<file path="src/design/lcdns_pkg.sv">
// Package for the character-LCD nibble sequencer.
// Message kinds, LCD command constants and the run descriptor type.
// No dependencies.
package lcdns_pkg;

  // Message kinds carried in the kind field; code 7 is unused
  localparam logic [2:0] KIND_START  = 3'd0;
  localparam logic [2:0] KIND_DDRAM  = 3'd1;
  localparam logic [2:0] KIND_CGRAM  = 3'd2;
  localparam logic [2:0] KIND_MASKED = 3'd3;
  localparam logic [2:0] KIND_OPS    = 3'd4;
  localparam logic [2:0] KIND_CHARS  = 3'd5;
  localparam logic [2:0] KIND_TICK   = 3'd6;

  // Register choice for masked updates
  localparam logic [7:0] REG_CONTROL = 8'd0;
  localparam logic [7:0] REG_ENTRY   = 8'd1;

  // Op types for the two-op message
  localparam logic [7:0] OP_CMD  = 8'd1;
  localparam logic [7:0] OP_DATA = 8'd2;

  // Register-select values
  localparam logic RS_CMD  = 1'b0;
  localparam logic RS_DATA = 1'b1;

  // LCD commands and bit fields
  localparam logic [7:0] CMD_SET_DDRAM = 8'h80;
  localparam logic [7:0] CMD_SET_CGRAM = 8'h40;
  localparam logic [7:0] CGRAM_ADDR_MASK = 8'h3F;
  localparam logic [7:0] CMD_FUNC_4BIT = 8'h20;
  localparam logic [7:0] CMD_FUNC_2LINE = 8'h28;
  localparam logic [7:0] CMD_DISP_CTRL = 8'h08;
  localparam logic [7:0] CMD_ENTRY_MODE = 8'h04;
  localparam logic [7:0] CMD_HOME = 8'h02;

  // Register reset values
  localparam logic [7:0] DISP_CTRL_RESET = 8'h04;
  localparam logic [7:0] ENTRY_MODE_RESET = 8'h02;

  // Power-on sequence step counter
  localparam int STEP_W = 4;
  localparam logic [STEP_W-1:0] STEP_DONE = 4'd8;

  // Run descriptor: up to five bytes with their register-select bits
  localparam int MAX_BYTES = 5;
  localparam int BYTE_IDX_W = $clog2(MAX_BYTES);
  localparam int NBYTES_W = $clog2(MAX_BYTES + 1);

  localparam int QUEUE_DEPTH_DEF = 2;

  typedef struct packed {
    logic [MAX_BYTES-1:0][7:0] data;
    logic [MAX_BYTES-1:0]      rs;
    logic [NBYTES_W-1:0]       nbytes;
  } run_t;

endpackage

</file>
<file path="src/design/lcdns_if.sv">
// Handshake channels of the character-LCD nibble sequencer.
// Message channel in, nibble channel out; depends on nothing.
interface lcdns_msg_if;
  logic       valid;
  logic       ready;
  logic [2:0] kind;
  logic [7:0] arg0;
  logic [7:0] arg1;
  logic [7:0] arg2;
  logic [7:0] arg3;
  logic [7:0] arg4;

  modport source (output valid, kind, arg0, arg1, arg2, arg3, arg4, input ready);
  modport sink   (input valid, kind, arg0, arg1, arg2, arg3, arg4, output ready);
endinterface

interface lcdns_nib_if;
  logic       valid;
  logic       ready;
  logic       reg_select;
  logic [3:0] nibble;
  logic       last;

  modport source (output valid, reg_select, nibble, last, input ready);
  modport sink   (input valid, reg_select, nibble, last, output ready);
endinterface

</file>
<file path="src/design/char_lcd_nibble_sequencer.sv">
// Character-LCD 4-bit sequencer top level: front end, run queue, serializer.
// Depends on lcdns_pkg, lcdns_if, lcdns_front, lcdns_queue, lcdns_back.
//
// Each message becomes a run of nibble writes for a 4-bit LCD bus, every
// byte high nibble first with reg_select low for commands, high for data;
// last marks the final nibble of a run and messages that send nothing
// (start, some ticks, unknown choices or kinds) produce no nibble at all.
// The output delivers one nibble per cycle while the receiver keeps ready high,
// two nibbles per byte, so the serializer sets the sustained rate.
// The front end takes a message whenever the run queue
// (QUEUE_DEPTH runs) has room, so messages can arrive back to back while
// earlier runs are still being shifted out. Ticks are ignored until a start
// message begins the six-command power-on sequence.
module char_lcd_nibble_sequencer import lcdns_pkg::*; #(
  parameter int QUEUE_DEPTH = QUEUE_DEPTH_DEF
) (
  input  logic        clk,
  input  logic        rst,
  lcdns_msg_if.sink   msg,
  lcdns_nib_if.source nib
);

  logic push, full, pop, head_valid;
  run_t push_run, head_run;

  lcdns_front u_front (
    .clk      (clk),
    .rst      (rst),
    .msg      (msg),
    .push     (push),
    .push_run (push_run),
    .full     (full)
  );

  lcdns_queue #(.DEPTH(QUEUE_DEPTH)) u_queue (
    .clk        (clk),
    .rst        (rst),
    .push       (push),
    .push_run   (push_run),
    .full       (full),
    .pop        (pop),
    .head_valid (head_valid),
    .head_run   (head_run)
  );

  lcdns_back u_back (
    .clk        (clk),
    .rst        (rst),
    .head_valid (head_valid),
    .head_run   (head_run),
    .pop        (pop),
    .nib        (nib)
  );

endmodule

</file>
<file path="src/design/lcdns_front.sv">
// Front end: accepts messages, updates the LCD shadow registers and the
// power-on step, and builds a byte run descriptor. Uses lcdns_pkg, lcdns_if.
module lcdns_front import lcdns_pkg::*; (
  input  logic       clk,
  input  logic       rst,
  lcdns_msg_if.sink  msg,
  output logic       push,
  output run_t       push_run,
  input  logic       full
);

  logic [STEP_W-1:0] init_step, init_step_next;
  logic [7:0]        display_control, display_control_next;
  logic [7:0]        entry_mode, entry_mode_next;
  logic              accept;
  logic              op0_ok, op1_ok;
  run_t              run;

  assign msg.ready = !full;
  assign accept    = msg.valid && msg.ready;

  // Valid op types in the two-op message
  assign op0_ok = (msg.arg0 == OP_CMD) || (msg.arg0 == OP_DATA);
  assign op1_ok = (msg.arg2 == OP_CMD) || (msg.arg2 == OP_DATA);

  // Classify the message into a byte run and the next register values
  always_comb begin
    run                  = '0;
    init_step_next       = init_step;
    display_control_next = display_control;
    entry_mode_next      = entry_mode;
    unique case (msg.kind) inside
      KIND_START: begin
        display_control_next = DISP_CTRL_RESET;
        entry_mode_next      = ENTRY_MODE_RESET;
        init_step_next       = '0;
      end
      KIND_DDRAM, KIND_CGRAM: begin
        run.data[0] = (msg.kind == KIND_DDRAM) ? (CMD_SET_DDRAM | msg.arg0)
                                               : (CMD_SET_CGRAM | (msg.arg0 & CGRAM_ADDR_MASK));
        run.data[1] = msg.arg1;
        run.data[2] = msg.arg2;
        run.data[3] = msg.arg3;
        run.data[4] = msg.arg4;
        run.rs      = {RS_DATA, RS_DATA, RS_DATA, RS_DATA, RS_CMD};
        run.nbytes  = NBYTES_W'(MAX_BYTES);
      end
      KIND_MASKED: begin
        if (msg.arg0 == REG_CONTROL) begin
          display_control_next = (display_control & msg.arg1) | msg.arg2;
          run.data[0] = display_control_next | CMD_DISP_CTRL;
          run.nbytes  = NBYTES_W'(1);
        end else if (msg.arg0 == REG_ENTRY) begin
          entry_mode_next = (entry_mode & msg.arg1) | msg.arg2;
          run.data[0] = entry_mode_next | CMD_ENTRY_MODE;
          run.nbytes  = NBYTES_W'(1);
        end
      end
      KIND_OPS: begin
        // Skipped ops are squeezed out so the run stays packed
        run.data[0] = op0_ok ? msg.arg1 : msg.arg3;
        run.rs[0]   = op0_ok ? (msg.arg0 == OP_DATA) : (msg.arg2 == OP_DATA);
        run.data[1] = msg.arg3;
        run.rs[1]   = (msg.arg2 == OP_DATA);
        run.nbytes  = NBYTES_W'(op0_ok) + NBYTES_W'(op1_ok);
      end
      KIND_CHARS: begin
        run.data   = {msg.arg4, msg.arg3, msg.arg2, msg.arg1, msg.arg0};
        run.rs     = '1;
        run.nbytes = NBYTES_W'(MAX_BYTES);
      end
      KIND_TICK: begin
        run.nbytes = NBYTES_W'(1);
        case (init_step)
          4'd0: run.data[0] = CMD_FUNC_4BIT;
          4'd1: run.data[0] = CMD_FUNC_2LINE;
          4'd2: run.data[0] = display_control | CMD_DISP_CTRL;
          4'd3: run.data[0] = entry_mode | CMD_ENTRY_MODE;
          4'd4: run.data[0] = CMD_SET_DDRAM;
          4'd5: run.data[0] = CMD_HOME;
          default: run.nbytes = '0;
        endcase
        if (init_step < STEP_DONE) begin
          init_step_next = init_step + STEP_W'(1);
        end
      end
      default: ;
    endcase
  end

  // Empty runs never enter the queue
  assign push     = accept && (run.nbytes != '0);
  assign push_run = run;

  always_ff @(posedge clk) begin
    if (rst) begin
      init_step       <= STEP_DONE;
      display_control <= DISP_CTRL_RESET;
      entry_mode      <= ENTRY_MODE_RESET;
    end else if (accept) begin
      init_step       <= init_step_next;
      display_control <= display_control_next;
      entry_mode      <= entry_mode_next;
    end
  end

endmodule

</file>
<file path="src/design/lcdns_queue.sv">
// Short run queue between front end and nibble serializer.
// Circular buffer of run descriptors; uses lcdns_pkg.
module lcdns_queue import lcdns_pkg::*; #(
  parameter int DEPTH = QUEUE_DEPTH_DEF
) (
  input  logic clk,
  input  logic rst,
  input  logic push,
  input  run_t push_run,
  output logic full,
  input  logic pop,
  output logic head_valid,
  output run_t head_run
);

  localparam int PTR_W = (DEPTH > 1) ? $clog2(DEPTH) : 1;
  localparam int CNT_W = $clog2(DEPTH + 1);

  run_t             store [DEPTH];
  logic [PTR_W-1:0] wr_ptr, rd_ptr;
  logic [CNT_W-1:0] count;

  assign full       = (count == CNT_W'(DEPTH));
  assign head_valid = (count != '0);
  assign head_run   = store[rd_ptr];

  // Storage write
  always_ff @(posedge clk) begin
    if (push) begin
      store[wr_ptr] <= push_run;
    end
  end

  // Pointers and fill count
  always_ff @(posedge clk) begin
    if (rst) begin
      wr_ptr <= '0;
      rd_ptr <= '0;
      count  <= '0;
    end else begin
      if (push) begin
        wr_ptr <= (wr_ptr == PTR_W'(DEPTH - 1)) ? '0 : wr_ptr + PTR_W'(1);
      end
      if (pop) begin
        rd_ptr <= (rd_ptr == PTR_W'(DEPTH - 1)) ? '0 : rd_ptr + PTR_W'(1);
      end
      case ({push, pop})
        2'b10:   count <= count + CNT_W'(1);
        2'b01:   count <= count - CNT_W'(1);
        default: count <= count;
      endcase
    end
  end

endmodule

</file>
<file path="src/design/lcdns_back.sv">
// Back end: serializes the head run into nibbles, high nibble first,
// through a registered output. Uses lcdns_pkg, lcdns_if.
module lcdns_back import lcdns_pkg::*; (
  input  logic         clk,
  input  logic         rst,
  input  logic         head_valid,
  input  run_t         head_run,
  output logic         pop,
  lcdns_nib_if.source  nib
);

  logic [BYTE_IDX_W-1:0] idx;
  logic                  half;
  logic                  emit;
  logic                  final_nib;
  logic [7:0]            cur_byte;

  assign emit      = head_valid && (!nib.valid || nib.ready);
  assign cur_byte  = head_run.data[idx];
  assign final_nib = half && (NBYTES_W'(idx) == head_run.nbytes - NBYTES_W'(1));
  assign pop       = emit && final_nib;

  // Byte index and nibble half
  always_ff @(posedge clk) begin
    if (rst) begin
      idx  <= '0;
      half <= 1'b0;
    end else if (emit) begin
      if (final_nib) begin
        idx <= '0;
      end else if (half) begin
        idx <= idx + BYTE_IDX_W'(1);
      end
      half <= !half;
    end
  end

  // Output register
  always_ff @(posedge clk) begin
    if (rst) begin
      nib.valid <= 1'b0;
    end else if (emit) begin
      nib.valid <= 1'b1;
    end else if (nib.ready) begin
      nib.valid <= 1'b0;
    end
  end

  always_ff @(posedge clk) begin
    if (emit) begin
      nib.reg_select <= head_run.rs[idx];
      nib.nibble     <= half ? cur_byte[3:0] : cur_byte[7:4];
      nib.last       <= final_nib;
    end
  end

endmodule

</file>
<file path="src/flat_wrapper.sv">
// flat-port wrapper written by rule: the top's interface ports become plain ports
module char_lcd_nibble_sequencer_flat import lcdns_pkg::*;
#(
  parameter int QUEUE_DEPTH = QUEUE_DEPTH_DEF
)
  (clk, rst, msg_valid, msg_kind, msg_arg0, msg_arg1, msg_arg2, msg_arg3, msg_arg4, msg_ready, nib_valid, nib_reg_select, nib_nibble, nib_last, nib_ready);
  lcdns_msg_if msg_i ();
  lcdns_nib_if nib_i ();
  input  logic clk;
  input  logic rst;
  input wire logic [$bits(msg_i.valid)-1:0] msg_valid;
  input wire logic [$bits(msg_i.kind)-1:0] msg_kind;
  input wire logic [$bits(msg_i.arg0)-1:0] msg_arg0;
  input wire logic [$bits(msg_i.arg1)-1:0] msg_arg1;
  input wire logic [$bits(msg_i.arg2)-1:0] msg_arg2;
  input wire logic [$bits(msg_i.arg3)-1:0] msg_arg3;
  input wire logic [$bits(msg_i.arg4)-1:0] msg_arg4;
  output wire logic [$bits(msg_i.ready)-1:0] msg_ready;
  output wire logic [$bits(nib_i.valid)-1:0] nib_valid;
  output wire logic [$bits(nib_i.reg_select)-1:0] nib_reg_select;
  output wire logic [$bits(nib_i.nibble)-1:0] nib_nibble;
  output wire logic [$bits(nib_i.last)-1:0] nib_last;
  input wire logic [$bits(nib_i.ready)-1:0] nib_ready;
  assign msg_i.valid = msg_valid;
  assign msg_i.kind = msg_kind;
  assign msg_i.arg0 = msg_arg0;
  assign msg_i.arg1 = msg_arg1;
  assign msg_i.arg2 = msg_arg2;
  assign msg_i.arg3 = msg_arg3;
  assign msg_i.arg4 = msg_arg4;
  assign msg_ready = msg_i.ready;
  assign nib_valid = nib_i.valid;
  assign nib_reg_select = nib_i.reg_select;
  assign nib_nibble = nib_i.nibble;
  assign nib_last = nib_i.last;
  assign nib_i.ready = nib_ready;
  char_lcd_nibble_sequencer #(.QUEUE_DEPTH(QUEUE_DEPTH)) u_core (.clk(clk), .rst(rst), .msg(msg_i), .nib(nib_i));
endmodule
</file>
<file path="config.mk">
export PLATFORM = sky130hd
export DESIGN_NAME = char_lcd_nibble_sequencer_flat
export DESIGN_NICKNAME = d
export VERILOG_FILES = /design/src/design/lcdns_pkg.sv /design/src/design/lcdns_if.sv /design/src/design/char_lcd_nibble_sequencer.sv /design/src/design/lcdns_front.sv /design/src/design/lcdns_queue.sv /design/src/design/lcdns_back.sv /design/src/flat_wrapper.sv
export SDC_FILE = /design/constraint.sdc
export NUM_CORES = 1
export LEC_CHECK = 0
export BUFFER_PORTS_ARGS = -buffer_cell sky130_fd_sc_hd__buf_2
export CORE_AREA = 2 2 151 153
export DETAILED_ROUTE_END_ITERATION = 8
export DIE_AREA = 0 0 153 155
export GPL_ROUTABILITY_DRIVEN = 1
export PLACE_DENSITY = 0.46
export SYNTH_ARGS = -nofsm -noshare
export SYNTH_HDL_FRONTEND = slang
export SYNTH_HIERARCHICAL = 1
export SYNTH_SLANG_ARGS = --single-unit
export TNS_END_PERCENT = 5
</file>
<file path="constraint.sdc">
create_clock -name clk -period 5.5 [get_ports clk]
set_input_delay 0.275 -clock clk [delete_from_list [all_inputs] [get_ports clk]]
set_output_delay 0.275 -clock clk [all_outputs]
set_load 0.01 [all_outputs]
</file>
# == Word level (Yosys, flattened, before mapping) ==
# Memory sizes are Yosys's and may differ from the RTL's. A register that Yosys moved wholly into a read port is not among the register bits.
# Index checks and enable logic that the tools add are counted.
# word_totals
ff_bits,35
ram_bits,96
in_bits,47
out_inout_bits,8
word_cells,116
memories,1
# memory_table
memory,words,width,rd,rd_clocked_by_memory_dff,write_ports,line_no,text
u_core.u_queue.store,2,48,1,1,1,lcdns_queue.sv:19,run_t store [DEPTH];
# classes
addsub,8
n_lt_le_gt_ge,2
eq_ne,23
mux,38
bitwise_logic,4
reduce_logical,28
# op_table
cell,count
8-bit 2-to-1 mux,8
8-bit one-hot mux with 2 select lines,3
8-bit one-hot mux with 6 select lines,1
8-bit one-hot mux with 5 select lines,1
8-bit binary-select mux with 3-bit select,1
24-bit 2-to-1 mux,1
8-bit AND,2
8-bit by 1-bit == test with 1-bit output (second input constant),2
8-bit by 2-bit == test with 1-bit output (second input constant),2
8-bit bitwise OR,2
1-bit 2-to-1 mux,12
3-bit 2-to-1 mux,4
3-bit one-hot mux with 4 select lines,1
2-bit nonzero test,6
3-bit == test (second input constant),3
4-bit by 2-bit == test with 1-bit output (second input constant),2
4-bit by 3-bit == test with 1-bit output (second input constant),2
8-bit logical NOT,1
4-bit 2-to-1 mux,2
4-bit one-hot mux with 2 select lines,1
3-bit by 2-bit == test with 1-bit output (second input constant),2
2-bit by 1-bit != test with 1-bit output (second input constant),3
2-bit one-hot mux with 3 select lines,1
3-bit AND reduction,2
other kinds (28),38

# == Longest topological paths before layout ==
# Gate-level depths: netlist of run 1.
# depth
word_depth,8
depth_mapped,15
ltp_nobuf,13

# == Cells and area by module ==
# The synthesis of run 1 kept the hierarchy.
# modules_own_cells
module,n_inst,cells_per_inst,area_per_inst_um2
lcdns_queue,1,171,3663.5
lcdns_front,1,271,2011.9
lcdns_back,1,73,845.8

# == Least setup slack after synthesis of run 1 ==
# No wires, ideal clock.
# synth_timing
path_type,input to register
startpoint,input port msg_arg0[0]
endpoint,"memory u_core/u_queue/store[0][0] in the netlist's numbering, enable pin"
setup_ns,0.454
arrival_ns,3.950
t_required_ns,5.046
path_slack_ns,1.096
cell_stages,12
n_path_buf,2
path_cell_list,buf_2 -> xor2_1 -> nand3_1 -> clkbuf_1 -> inv_1 -> ha_1 -> a21oi_1 -> nor2_1 -> or4_1 -> o311a_1 -> inv_1 -> nor2_1
# synth_rtl
element,line_no,text
from (decl),flat_wrapper.sv:13,input wire logic [$bits(msg_i.arg0)-1:0] msg_arg0;
to (decl),lcdns_queue.sv:19,

==> results of run 1 <==
[synth_stat cells, drive strengths merged, types with 5 or more instances]
| cell | count | area (µm²) |
|---|---|---|
| dfxtp | 28 | 561 |
| mux2 | 49 | 552 |
| nor2 | 24 | 90.1 |
| buf | 22 | 129 |
| mux2i | 16 | 160 |
| ha | 8 | 100 |
| xor2 | 5 | 43.8 |
| or4 | 5 | 38.8 |
| xnor2 | 5 | 43.8 |
| nor2b | 5 | 31.3 |
| edfxtp | 102 | 3060 |
| mux4 | 9 | 203 |
| a211o | 6 | 52.6 |
| and3 | 8 | 50.1 |
| a22o | 10 | 87.6 |
| nand2b | 5 | 31.3 |
| o21ai | 27 | 135 |
| inv | 24 | 90.1 |
| a21oi | 12 | 60.1 |
| nand3 | 6 | 30.0 |
| a22oi | 13 | 97.6 |
| nor3 | 7 | 40.0 |
| and2 | 31 | 194 |
| clkbuf | 9 | 35.0 |
| o211ai | 13 | 97.6 |
| nand2 | 15 | 56.3 |
[critical path, stage by stage]
cell	delay [ns]
buf_2	0.11
nor4_1	0.51
nand3_1	0.59
inv_1	0.20
ha_1	0.25
a21oi_1	0.12
nor2_1	0.04
or4_1	0.46
o311a_1	0.40
inv_1	0.13
ha_1	0.27
or3_1	0.35
a21oi_1	0.15
[stage by stage]
stage          cells  util (%)  setup WS (ns)  hold WS (ns)
2_1_floorplan    515         -           1.10         0.341
3_3_place_gp     830      31.7           1.76         0.476
3_5_place_dp     830      31.7           1.60         0.488
4_1_cts          862      34.4           2.03         0.145
5_1_grt          862      34.4           1.70         0.161
6_report         862      34.4           1.97         0.163
[cell type report]
cell class	count	area, µm²	area share (%)
clock buffers	24	546	7.13
clock inverters	8	58.8	0.768
inverters	24	90.1	1.18
multi-input cells	330	2660	34.7
flip-flops and latches	130	3620	47.3
well taps	285	357	4.66
repair buffers	61	323	4.22
[final timing paths]
path | cells past startpoint | start | end
hold reg to reg | 1 | u_core/u_front/entry_mode[3]$_SDFFE_PP0P_ | u_core/u_front/entry_mode[3]$_SDFFE_PP0P_
setup / recovery | 13 | msg_arg0[7] | u_core/u_queue/count[1]$_SDFFE_PP0P_
hold / removal | 2 | msg_arg4[7] | u_core/u_queue/store[0][47]$_DFFE_PP_
setup reg to reg | 10 | u_core/u_front/init_step[0]$_SDFFE_PP0P_ | u_core/u_queue/count[1]$_SDFFE_PP0P_
[power breakdown]
part           switching (W)  leakage [nW]  internal (W)
clock               0.000426         0.291      0.000696
sequential         0.0000172          1.19       0.00113
combinational       0.000149          1.29      0.000101
total               0.000591          2.77       0.00193
[routing by layer]
metal | vias up | wire length (µm)
met5 | - | 0
met4 | 0 | 133
met3 | 12 | 638
met2 | 120 | 7490
met1 | 2174 | 8030
li1 | 2056 | -
[flip-flops by register name (all words and copies together), names as in the netlist, named ones only]
register,count
u_core/u_queue/rd_ptr,1
u_core/u_queue/count,2
u_core/u_back/nib.valid,1
u_core/u_back/nib.reg_select,1
u_core/u_front/init_step,4
u_core/u_queue/store,96
u_core/u_back/idx,3
u_core/u_back/nib.nibble,4
u_core/u_front/entry_mode,7
u_core/u_back/nib.last,1
u_core/u_queue/wr_ptr,1
u_core/u_back/half,1
u_core/u_front/display_control,7
[cell families after synthesis]
| kind of cell | count (synthesis) |
|---|---|
| adder cells (fa/ha/maj) | 8 |
| buffers and inverters | 55 |
| AO/OA/AOI/OAI | 105 |
| AND/OR/NAND/NOR | 132 |
| multiplexers | 74 |
| XOR/XNOR | 11 |
| flip-flops | 130 |
==> impl_metrics.yaml, run 1 <==
layout:
  final_cell_mix: "102 x edfxtp_1, 54 x buf_2, 49 x mux2_2"
  antenna_cells: 0
  nNetsFinal: 619
  final_common_cell: "edfxtp_1"
  fin_area_um2: 7660
  area_growth_pct: 17.4
  layout-drive-gt1-share_pct: 28.6
  fillCellCount: 2210
global_routing:
  antenna_found_initial: 0
  grt_pass1_wl_mm: 25.4
  grt_util_met3_pct: 3.26
  grt_pass1_vias: 4343
  grt_usage_pct: 14.1
  use_met2_pct: 22.1
  gr-max-usage-layer: "met2"
  grt-ovfl-total: 0
  grt_max_degree: 49
  use_met1_pct: 19.5
timing:
  rsz0062_at_grt: "false"
  fin_crit_sh_pct: 64.2
  max_freq_ghz: 0.283
  relSlewSlack_pct: 37.2
  finClkSkew_ns: 0.00841
  setup_violations: 0
  worst_pin_slew_ns: 0.940
  fin_crit_ns: 3.53
  final-max-slew-violation-count: 0
  hold_violations: 0
  timing.setup.tns_ns: 0
power_and_ir_drop:
  power_density_nw_per_um2: 329
  power_leakage_nw: 2.77
  ir_drop_uv: 199
  fin_total_pwr_w: 0.00252
clock_tree:
  cts_buffer_depth: 2
  cts_setup_buffers: 0
  worstSkewPairLatency_ns: 0.42
  cts_buffers: 17
  cts-htree-levels: 4
  hold_buffers: 0
  ctsResizeCount: 0
  clk_pin_slew_ns: 0.06
  cts_tree: "built"
  cts_sinks: 130
  cts_root_buffer: "clkbuf_16"
die:
  die_h_um: 155
  io_pins: 55
  num_rows: 55
  die_x_um: 153
  core_um2: 22200
  start_util_pct: 29.3
  die-area_um2: 23700
placed_design:
  numPortBuffers: 54
  postPlaceCellArea_um2: 7050
  hpwl_mm: 11.1
  gp_congestion: 0.864
critical_path:
  critPathKind: "in2reg"
  required_ns: 5.84
  worst_setup_path_start_kind: "input port"
  endpoint_kind: "flop"
  r2r_setup_slack_ns: 2.37
  crit_fanout: 9
  cp.arrival_ns: 3.87
synthesis:
  synth_nets: 570
  synth_top_family_by_area: "multiplexers"
  synth_flop_cell: "edfxtp_1"
  synth.avg_cell_area_um2: 12.7
  synthArstFlopShare_pct: 0
  synth_adder_area_share_pct: 1.53
  synth-seq-cells: 130
  yosys.cell_types.count: 65
  yosys_warnings: 6
  synthSimpleGateAreaFrac_pct: 12.0
  synthMuxAreaShare_pct: 14.0
  synth_xor_area_share_pct: 1.69
  synthCells: 515
  synth-compound-area-share_pct: 11.3
  synth_edf_count: 102
  netlist_area_um2: 6520
  seq_area_frac_synth_pct: 55.6
drt:
  route.vias.total: 4362
  viasPerCell: 5.06
  avgRoutedWirePerCell_um: 18.9
  dr.pass1.iters: 5
  final_antenna_net_count: 0
  drc: 0
  wl_mm: 16.3
  drtIter0Drc: 264
hold_path:
  hold_path.class: "in2reg"
status:
  status: "complete, no violations"
flow_run:
  cap_viol_max_count: 0
No activity file was read; power rests on OpenSTA's default activity.
==> inputs of run 2 (changes only) <==
==> constraint.sdc (replaced) <==
create_clock -name clk -period 3.6 [get_ports clk]
set_input_delay 0.18 -clock clk [delete_from_list [all_inputs] [get_ports clk]]
set_output_delay 0.18 -clock clk [all_outputs]
set_load 0.01 [all_outputs]
==> impl_metrics.yaml, run 2 (synthesis gave the netlist of run 1 again) <==
power_and_ir_drop:
  power_density_nw_per_um2: 513
  intPower_w: 0.00305
  switchingPower_w: 0.000922
  fin_total_pwr_w: 0.00397
  swShare_pct: 23.2
  power_leakage_nw: 2.82
  combPwrFrac_pct: 9.9
  ir_drop_uv: 302
  clkPwrFrac_pct: 46.1
  pwr-share-seq_pct: 44.0
drt:
  avgRoutedWirePerCell_um: 18.8
  final_antenna_net_count: 0
  viasPerCell: 5.00
  dr.pass1.iters: 4
  route.vias.total: 4339
  drc: 0
  drtIter0Drc: 289
  wl_mm: 16.3
clock_tree:
  cts-htree-levels: 4
  hold_buffers: 0
  worstSkewPairLatency_ns: 0.42
  cts_buffer_depth: 2
  cts_root_buffer: "clkbuf_16"
  cts_sinks: 130
  cts_tree: "built"
  clk_pin_slew_ns: 0.06
  ctsResizeCount: 0
  cts_setup_buffers: 0
  cts_buffers: 17
layout:
  top_register: "u_core/u_queue/store"
  area_growth_pct: 18.7
  layout-drive-gt1-share_pct: 29.2
  final_cell_mix: "102 x edfxtp_1, 54 x buf_2, 49 x mux2_2"
  fillCellCount: 2164
  nNetsFinal: 624
  antenna_cells: 0
  multiInputGateArea_um2: 2660
  fin_area_um2: 7740
  top_regs: "u_core/u_queue/store: 96 flops, u_core/u_front/display_control: 7 flops, u_core/u_front/entry_mode: 7 flops"
  final_common_cell: "edfxtp_1"
  largest_register_ffs: 96
  ff_latch_area_um2: 3620
critical_path:
  endpoint_kind: "flop"
  critPathKind: "reg2reg"
  cp_cell_sequence: "inv_1 -> ha_1 -> o21bai_1 -> a21oi_1 -> or4_1 -> o311a_1 -> inv_1 -> ha_1 -> or3_1 -> a21oi_1"
  r2r_start: "u_core/u_front/init_step[0]$_SDFFE_PP0P_"
  crit_slowest_cell: "or4_1"
  worst_setup_path_start_kind: "flop"
  crit_fanout: 10
  reg2reg_to: "u_core/u_queue/count[1]$_SDFFE_PP0P_"
  reg2reg_depth: 10
  required_ns: 3.95
  r2r_setup_slack_ns: 0.44
  cp.arrival_ns: 3.50
  cp_slowest_stage_delay_ns: 0.59
global_routing:
  grt_pass1_vias: 4371
  grt_usage_pct: 14.1
  grt_max_degree: 49
  grt_pass1_wl_mm: 25.6
  grt-ovfl-total: 0
  antenna_found_initial: 0
timing:
  setup_violations: 0
  rsz0062_at_grt: "false"
  hold_violations: 0
  finClkSkew_ns: 0.00670
  fin_crit_sh_pct: 87.7
  holdWs_ns: 0.0608
  max_freq_ghz: 0.317
  relSlewSlack_pct: 38.5
  worst_pin_slew_ns: 0.922
  final-max-slew-violation-count: 0
  fin_crit_ns: 3.16
  timing.setup.tns_ns: 0
die:
  start_util_pct: 29.3
  core_um2: 22200
  die_h_um: 155
  io_pins: 55
  die_x_um: 153
  die-area_um2: 23700
  num_rows: 55
hold_path:
  hold_path_end: "u_core/u_front/entry_mode[3]$_SDFFE_PP0P_"
  min_from: "msg_arg2[3]"
  hold_path.class: "in2reg"
  min_path_cells: 2
status:
  status: "complete, no violations"
placed_design:
  numPortBuffers: 54
  gp_congestion: 0.898
  hpwl_mm: 11.2
  postPlaceCellArea_um2: 7110
flow_run:
  cap_viol_max_count: 0
## run 2: final cells by class
cell class | count | share of cell area [%]
Multi-Input combinational cell | 330 | 34.3
Timing Repair Buffer | 66 | 4.98
Clock inverter | 15 | 2.60
Sequential cell | 130 | 46.8
Clock buffer | 17 | 5.50
Inverter | 24 | 1.16
Tap cell | 285 | 4.61
## run 2: stage by stage
step                utilization, %  setup WS [ns]  instances
CTS                           34.8          0.486        867
global placement              32.0          0.359        835
global route                  34.8          0.232        867
floorplan                        -          0.103        515
detailed placement            32.0          0.327        835
finish                        34.8          0.444        867
## run 2: how the worst max path moves through the flow
stage / startpoint / endpoint / slack [ns] / cells after the start
floorplan: msg_arg0[0] / u_core/u_queue/store[0][0]$_DFFE_PP_ / 0.10 / 12
global placement: msg_arg0[7] / u_core/u_queue/count[1]$_SDFFE_PP0P_ / 0.36 / 13
detailed placement: msg_arg0[7] / u_core/u_queue/count[1]$_SDFFE_PP0P_ / 0.33 / 13
CTS: u_core/u_front/init_step[0]$_SDFFE_PP0P_ / u_core/u_queue/count[1]$_SDFFE_PP0P_ / 0.49 / 10
global route: u_core/u_front/init_step[0]$_SDFFE_PP0P_ / u_core/u_queue/count[1]$_SDFFE_PP0P_ / 0.23 / 10
finish: u_core/u_front/init_step[0]$_SDFFE_PP0P_ / u_core/u_queue/count[1]$_SDFFE_PP0P_ / 0.44 / 10
## run 2: per-layer routing
layer  GRT usage (%)  vias up  wire length, µm  share of wire, %
li1                -     2075                -                 -
met1            20.2     2133             8060                50
met2            21.4      114             7250                45
met3            3.29       17              760               4.7
met4            4.28        0              208               1.3
met5               0        -                0                 0
## run 2: critical path: cells and delay by family (launching register included)
kind	cells	cell delay (ns)
and+or+nand+nor	2	0.94
adders and majority gates	2	0.65
buffers and inverters	2	0.24
AOI/OAI and AO/OA	4	0.86
DFF	1	0.39
## run 2: power by group through the flow
stage                     clock network [W]  logic [W]  registers [W]
after global placement                    0   0.000393        0.00178
final                               0.00183   0.000393        0.00175
after CTS                           0.00188   0.000399        0.00175
after floorplan                           0   0.000243        0.00178
after detailed placement                  0   0.000397        0.00178
after global routing                0.00193   0.000433        0.00176
